[src/hdl/cvto_pkg.sv]
`timescale 1ns / 1ps

package cvto_pkg;

    localparam int MAX_OBJECTS = 1024;

    // status codes
    localparam logic [2:0] ST_OK    = 3'd0;
    localparam logic [2:0] ST_QUAT  = 3'd1;
    localparam logic [2:0] ST_SCALE = 3'd2;
    localparam logic [2:0] ST_FULL  = 3'd3;
    localparam logic [2:0] ST_SAT   = 3'd4;

    // configuration register indexes
    localparam logic [2:0] CFG_X_GAIN   = 3'd0;
    localparam logic [2:0] CFG_X_BIAS   = 3'd1;
    localparam logic [2:0] CFG_Y_GAIN   = 3'd2;
    localparam logic [2:0] CFG_Y_BIAS   = 3'd3;
    localparam logic [2:0] CFG_Z_GAIN   = 3'd4;
    localparam logic [2:0] CFG_Z_BIAS   = 3'd5;
    localparam logic [2:0] CFG_NORM_TOL = 3'd6;

    localparam logic [2:0] LAST_FACE   = 3'd5;
    localparam logic [1:0] LAST_CORNER = 2'd3;

    typedef struct packed {
        logic signed [31:0] pos_x;
        logic signed [31:0] pos_y;
        logic signed [31:0] pos_z;
        logic signed [31:0] quat_x;
        logic signed [31:0] quat_y;
        logic signed [31:0] quat_z;
        logic signed [31:0] quat_w;
        logic signed [31:0] size_x;
        logic signed [31:0] size_y;
        logic signed [31:0] size_z;
    } pose_t;

    typedef struct packed {
        logic signed [31:0] clip_x;
        logic signed [31:0] clip_y;
        logic signed [31:0] clip_z;
        logic [10:0]        object_number;
        logic [2:0]         face;
        logic [1:0]         corner;
        logic [14:0]        vertex_number;
        logic [2:0]         status;
        logic               last;
    } vert_t;

    typedef struct packed {
        pose_t       pose;
        logic [2:0]  status;
        logic [10:0] obj;
        logic [14:0] vbase;
    } job_t;

    typedef struct packed {
        logic signed [31:0] x_gain;
        logic signed [31:0] x_bias;
        logic signed [31:0] y_gain;
        logic signed [31:0] y_bias;
        logic signed [31:0] z_gain;
        logic signed [31:0] z_bias;
    } clip_cfg_t;

    // negative axes of a corner, bit 0 x, bit 1 y, bit 2 z
    function automatic logic [2:0] corner_neg(input logic [2:0] face, input logic [1:0] corner);
        logic [2:0] r;
        case ({face, corner})
            5'd0:    r = 3'b110;
            5'd1:    r = 3'b100;
            5'd2:    r = 3'b000;
            5'd3:    r = 3'b010;
            5'd4:    r = 3'b011;
            5'd5:    r = 3'b001;
            5'd6:    r = 3'b101;
            5'd7:    r = 3'b111;
            5'd8:    r = 3'b101;
            5'd9:    r = 3'b001;
            5'd10:   r = 3'b000;
            5'd11:   r = 3'b100;
            5'd12:   r = 3'b011;
            5'd13:   r = 3'b111;
            5'd14:   r = 3'b110;
            5'd15:   r = 3'b010;
            5'd16:   r = 3'b011;
            5'd17:   r = 3'b010;
            5'd18:   r = 3'b000;
            5'd19:   r = 3'b001;
            5'd20:   r = 3'b110;
            5'd21:   r = 3'b111;
            5'd22:   r = 3'b101;
            5'd23:   r = 3'b100;
            default: r = 3'b000;
        endcase
        return r;
    endfunction

endpackage

[src/hdl/cvto_fifo.sv]
`timescale 1ns / 1ps

module cvto_fifo
(
    input  logic            clk,
    input  logic            rst_n,
    input  logic            wr_valid,
    output logic            wr_ready,
    input  cvto_pkg::job_t  wr_data,
    output logic            rd_valid,
    input  logic            rd_ready,
    output cvto_pkg::job_t  rd_data
);

    cvto_pkg::job_t mem_reg [2];
    logic           wr_ptr_reg;
    logic           rd_ptr_reg;
    logic [1:0]     count_reg;
    logic           push;
    logic           pop;

    assign wr_ready = (count_reg != 2'd2);
    assign rd_valid = (count_reg != 2'd0);
    assign rd_data = mem_reg[rd_ptr_reg];
    assign push = wr_valid && wr_ready;
    assign pop = rd_valid && rd_ready;

    always_ff @(posedge clk or negedge rst_n)
    begin
        if (!rst_n)
        begin
            wr_ptr_reg <= 1'b0;
            rd_ptr_reg <= 1'b0;
            count_reg <= 2'd0;
        end
        else
        begin
            if (push)
                wr_ptr_reg <= !wr_ptr_reg;
            if (pop)
                rd_ptr_reg <= !rd_ptr_reg;
            if (push && !pop)
                count_reg <= count_reg + 2'd1;
            else if (pop && !push)
                count_reg <= count_reg - 2'd1;
        end
    end

    always_ff @(posedge clk)
    begin
        if (push)
            mem_reg[wr_ptr_reg] <= wr_data;
    end

endmodule

[config.mk]
export PLATFORM = sky130hd
export DESIGN_NAME = cvto_fifo
export DESIGN_NICKNAME = d
export VERILOG_FILES = /design/src/hdl/cvto_pkg.sv /design/src/hdl/cvto_fifo.sv
export SDC_FILE = /design/constraint.sdc
export NUM_CORES = 1
export LEC_CHECK = 0
export ABC_AREA = 1
export CELL_PAD_IN_SITES_DETAIL_PLACEMENT = 1
export CELL_PAD_IN_SITES_GLOBAL_PLACEMENT = 1
export CORE_MARGIN = 2
export CORE_UTILIZATION = 30
export DETAILED_ROUTE_END_ITERATION = 6
export DONT_BUFFER_PORTS = 1
export GPL_TIMING_DRIVEN = 0
export PLACE_DENSITY_LB_ADDON = 0.1
export SKIP_LAST_GASP = 1
export SLEW_MARGIN = 30
export SYNTH_ARGS = -nofsm -noshare
export SYNTH_HDL_FRONTEND = slang
export SYNTH_SLANG_ARGS = --single-unit
export TNS_END_PERCENT = 10
[constraint.sdc]
create_clock -name clk -period 22.9 [get_ports clk]
set_input_delay 3.435 -clock clk [delete_from_list [all_inputs] [get_ports clk]]
set_output_delay 3.435 -clock clk [all_outputs]
set_load 0.05 [all_outputs]
# ---- Yosys cells after proc, flatten, opt, wreduce, memory -nomap -nowiden
# Memories as Yosys holds them, arrays and structs flattened.
# Cells that the tools add are included.
dict set report totals {
  reg_bits 4
  ram_bits 698
  inputBits 353
  out_inout_bits 351
  word_cells 21
  mem_count 1
}
dict set report classes {
  n_addsub 2
  eq_ne 1
  n_mux 4
  n_reduce_logical 10
}
# memory words width rd rd_ports_with_merged_regs wr line_no
set mem_list {}
lappend mem_list {mem_reg 2 349 1 0 1 cvto_fifo.sv:15} ;# cvto_pkg::job_t mem_reg [2];
# op count
set ops {}
lappend ops {{$logic_and 1x1->1} 4}
lappend ops {{$logic_not 1->1} 4}
lappend ops {{$mux 2} 2}
lappend ops {{$reduce_bool 2->1} 2}
lappend ops {{$add 2x1->2 const B} 1}
lappend ops {{$mux 1} 2}
lappend ops {{$ne 2x2->1 const B} 1}
lappend ops {{$sub 2x1->2 const B} 1}

# ---- Longest topological paths before layout
dict set report logic_depth {
  ltp_word 6
  ltp_mapped 10
  depth_no_buf 10
}

# ---- Least setup slack after synthesis
# No wires, ideal clock.
dict set report synth_timing {
  kind {input port to flip-flop}
  startpoint {input wr_valid}
  endpoint {memory mem_reg[0][0] in the netlist's numbering, enable pin}
  setup_ps 1069
  arrival_ps 18024
  setup_slack_ps 3807
  cell_stages 2
  path_buffers 0
  path_cell_list {nand2_1 -> nor2_1}
}
dict set report synth_via {
  elab_chain_cells 3
}
# item line_no
set synth_rtl {}
lappend synth_rtl {{start: declaration} cvto_fifo.sv:7} ;# input logic wr_valid,
lappend synth_rtl {{$logic_and 1x1->1} cvto_fifo.sv:25} ;# assign push = wr_valid && wr_ready;
lappend synth_rtl {{$mux 1} cvto_fifo.sv:51} ;# if (push)
lappend synth_rtl {{$mux 1 (not written as such)} cvto_fifo.sv:52} ;# mem_reg[wr_ptr_reg] <= wr_data;
lappend synth_rtl {{end: declaration} cvto_fifo.sv:15}
# No other way between the ends.

==> metrics.log <==
[metrics] total routing usage reported by global routing: 16.4%
[metrics] synthesis-to-finish area growth: 19.5%
[metrics] element type at the critical path end: primary output
[metrics] number of nets with antenna violations after detailed routing: 0
[metrics] total overflow reported by the global router: 0
[metrics] Distinct cells, synth: 14
[metrics] start-to-end type of the worst setup path: flop to primary output
[metrics] std cell rows: 107
[metrics] register-to-register setup slack: 19450 ps
[metrics] clock root buffer: sky130_fd_sc_hd__clkbuf_16
[metrics] startpoint of the lowest-slack hold path: count_reg[0]
[metrics] depth of the worst hold-timing path: 1
[metrics] TritonCTS clock tree: done
[metrics] First-pass DRT Iterations: 4
[metrics] dominant cell by count in the synthesized netlist: sky130_fd_sc_hd__nand2_1
[metrics] count of final hold-check violations: 0
[metrics] hold endpoint: count_reg[0]
[metrics] worst reg-to-reg path cell count: 11
[metrics] worst slew pin tran: 682 ps
[metrics] area of the die: 0.0880 mm²
[metrics] Top Ports: 704
[metrics] number of max-cap violations: 0
[metrics] endpoints failing setup: 0
[metrics] beginning of the worst register-to-register path: count_reg[0]
[metrics] Syn Inst Count: 1851
[metrics] top achievable clock speed: 173 MHz
[metrics] endpoint arrival time on the critical path: 2340 ps
[metrics] Placement Cell Area: 0.0283 mm²
[metrics] Final Net Count: 2328
[metrics] clock-pin transition on the worst setup and hold timing paths: 60 ps
[metrics] total of flip-flops plus latches after synthesis: 702
[metrics] fin crit share: 25.2%
[metrics] final weighted congestion of routability-driven global placement: 0.743
[metrics] remaining max-slew budget at the tightest pin: 54.4%
[metrics] via count of the first global-routing pass: 14.7k
[metrics] vertical die dimension: 297 µm
[metrics] DRT Wirelength: 74.6 mm
[metrics] clk buf depth: 3
[metrics] Die Wd: 297 µm
[metrics] top flip-flop cell by instance count after synthesis: sky130_fd_sc_hd__edfxtp_1
[metrics] proportion of synthesized chip area in sequential cells: 82.0%
[metrics] dominant cell type by area after synthesis: sky130_fd_sc_hd__edfxtp_1
[metrics] first-pass GRT wire length: 103 mm
[metrics] wire length per cell after detailed routing: 23.5 µm
[metrics] starting density of the core: 30.2%
[metrics] core area: 0.0850 mm²
[metrics] setup bufs post-CTS: 0
[metrics] largest net degree at the start of global routing: 23
[metrics] Crit Reg-Reg Endpoint: mem_reg[0][336]
[metrics] minimum setup slack after placement: 17020 ps
[metrics] critical-path maximum fanout: 10
[metrics] Syn Nets: 2205
[metrics] H-Tree Depth: 3
[metrics] initial antenna violation count: 6
[metrics] layout cell share with drive strength beyond 1: 10.9%
[metrics] top post-synthesis cells by area: sky130_fd_sc_hd__edfxtp_1 (82%), sky130_fd_sc_hd__nand2_1 (15%), sky130_fd_sc_hd__buf_4 (1.3%)
[metrics] post-synth top area share: 81.6%
[metrics] most frequent cells after synthesis: sky130_fd_sc_hd__nand2_1 (1057), sky130_fd_sc_hd__edfxtp_1 (698), sky130_fd_sc_hd__buf_4 (45)
[metrics] average size of a mapped cell: 13.9 µm²
[metrics] post-cts resize count: 0
[metrics] pins over their slew limit: 0
[metrics] Critical Path Source Type: flop
[metrics] Hold Crit Class: flop to flop
[metrics] Filler Cell Count: 8776
[metrics] run status: completed
[metrics] clk_skew: 26.8 ps
[metrics] Skew-Pair Late Insertion Delay: 610 ps
[metrics] total number of vias: 14.0k
[metrics] half-perimeter wire length of the detailed placement result: 55.8 mm
[metrics] Buffers on Ports: 0
[metrics] number of design-rule violations left by the first detailed-router iteration: 617
[metrics] share of synthesized registers carrying an async set or reset: 0.570%
[metrics] DR vias/cell: 4.41
[metrics] clock sink count: 702
[metrics] WP data required: 19470 ps
[metrics] final non-filler cell area: 0.0307 mm²
[metrics] post-synthesis instance area: 0.0257 mm²
[metrics] cts-stage hold buffer count: 0
[metrics] DRC: 0
[metrics] number of synthesized flops with an enable pin: 698
[metrics] count of warnings emitted by yosys: 0
[metrics] RSZ-0062 raised after global routing: false
[metrics] Worst Setup Slack, final: 17120 ps
[metrics] number of flip-flops under the largest register name: 698
[metrics] crit path from: rd_ptr_reg
[metrics] CTS buffer count: 79
[metrics] minimum period implied by the final worst setup slack: 5780 ps
## critical path: stages, from the launching register on
cell	delay [ps]
sky130_fd_sc_hd__dfrtp_1	370
sky130_fd_sc_hd__buf_6	160
sky130_fd_sc_hd__inv_4	180
sky130_fd_sc_hd__buf_6	240
sky130_fd_sc_hd__buf_6	200
sky130_fd_sc_hd__nand2_1	70
sky130_fd_sc_hd__nand2_1	500
## per-stage QoR
stage,hold WS (ps),setup TNS (ps),std cells,util [%]
after floorplan,462,0,1851,-
after global placement,482,-4746940,2995,31.9
after detailed placement,506,0,3037,33.2
after CTS,518,0,3175,36.1
after global routing,539,0,3177,36.1
final,513,0,3177,36.1
## cell usage in the layout (no fill, tap or decap)
master and count:
sky130_fd_sc_hd__nor2_4 2, sky130_fd_sc_hd__buf_6 12, sky130_fd_sc_hd__ha_1 1, sky130_fd_sc_hd__xor2_1 1, sky130_fd_sc_hd__clkinv_1 16, sky130_fd_sc_hd__clkbuf_8 2
sky130_fd_sc_hd__dfrtp_1 4, sky130_fd_sc_hd__buf_4 45, sky130_fd_sc_hd__edfxtp_1 698, sky130_fd_sc_hd__buf_2 20, sky130_fd_sc_hd__clkinv_8 2, sky130_fd_sc_hd__diode_2 2
sky130_fd_sc_hd__buf_12 1, sky130_fd_sc_hd__clkinv_4 1, sky130_fd_sc_hd__nand2_1 1057, sky130_fd_sc_hd__bufinv_16 6, sky130_fd_sc_hd__xnor2_1 1, sky130_fd_sc_hd__inv_6 2
sky130_fd_sc_hd__inv_4 1, sky130_fd_sc_hd__clkinvlp_4 1, sky130_fd_sc_hd__nand3_1 2, sky130_fd_sc_hd__clkinv_2 6, sky130_fd_sc_hd__buf_16 40, sky130_fd_sc_hd__inv_1 6
sky130_fd_sc_hd__clkbuf_16 79, sky130_fd_sc_hd__nand4_1 1, sky130_fd_sc_hd__clkbuf_1 23, sky130_fd_sc_hd__buf_8 1
## worst max path at each step
stage	depth (start not counted)	slack, ps	end
after global placement	2	-6870	mem_reg[1][298]
after floorplan	2	3810	mem_reg[0][0]
after global routing	6	16880	rd_data[241]
after detailed placement	9	17020	mem_reg[0][338]
final	6	17120	rd_data[241]
after CTS	6	16920	rd_data[241]
## cell families (layout without fill, tap and decap cells)
group | Yosys count | after routing | share of synthesized area (%)
DFF | 702 | 702 | 82.0
buffers and inverters | 84 | 264 | 2.34
other | 0 | 2 | 0
and+or+nand+nor | 1062 | 1062 | 15.5
adders and majority gates | 1 | 1 | 0.0487
xor gates and xnor gates | 2 | 2 | 0.0682
## layout make-up
type	instances	area, µm²	area share, %
Antenna cell	2	5.00	0.0163
Buffer	77	573	1.87
Clock buffer	104	2090	6.81
Clock inverter	34	337	1.10
Inverter	7	28.8	0.0937
Multi-Input combinational cell	1065	4040	13.1
Sequential cell	702	21100	68.6
Tap cell	1144	1430	4.66
Timing Repair Buffer	42	1140	3.70
## per-layer routing
| layer | vias up | GRT usage [%] | share of wire (%) |
|---|---|---|---|
| met4 | 10 | 5.52 | 3.0 |
| met3 | 119 | 8.69 | 12 |
| met1 | 6879 | 15.3 | 31 |
| li1 | 6531 | - | - |
| met5 | - | 0 | 0.093 |
| met2 | 468 | 30.3 | 54 |
Power is left out: the tool's default activity adds up to more than one toggle a clock period on the data nets, which glitch-free logic cannot reach.
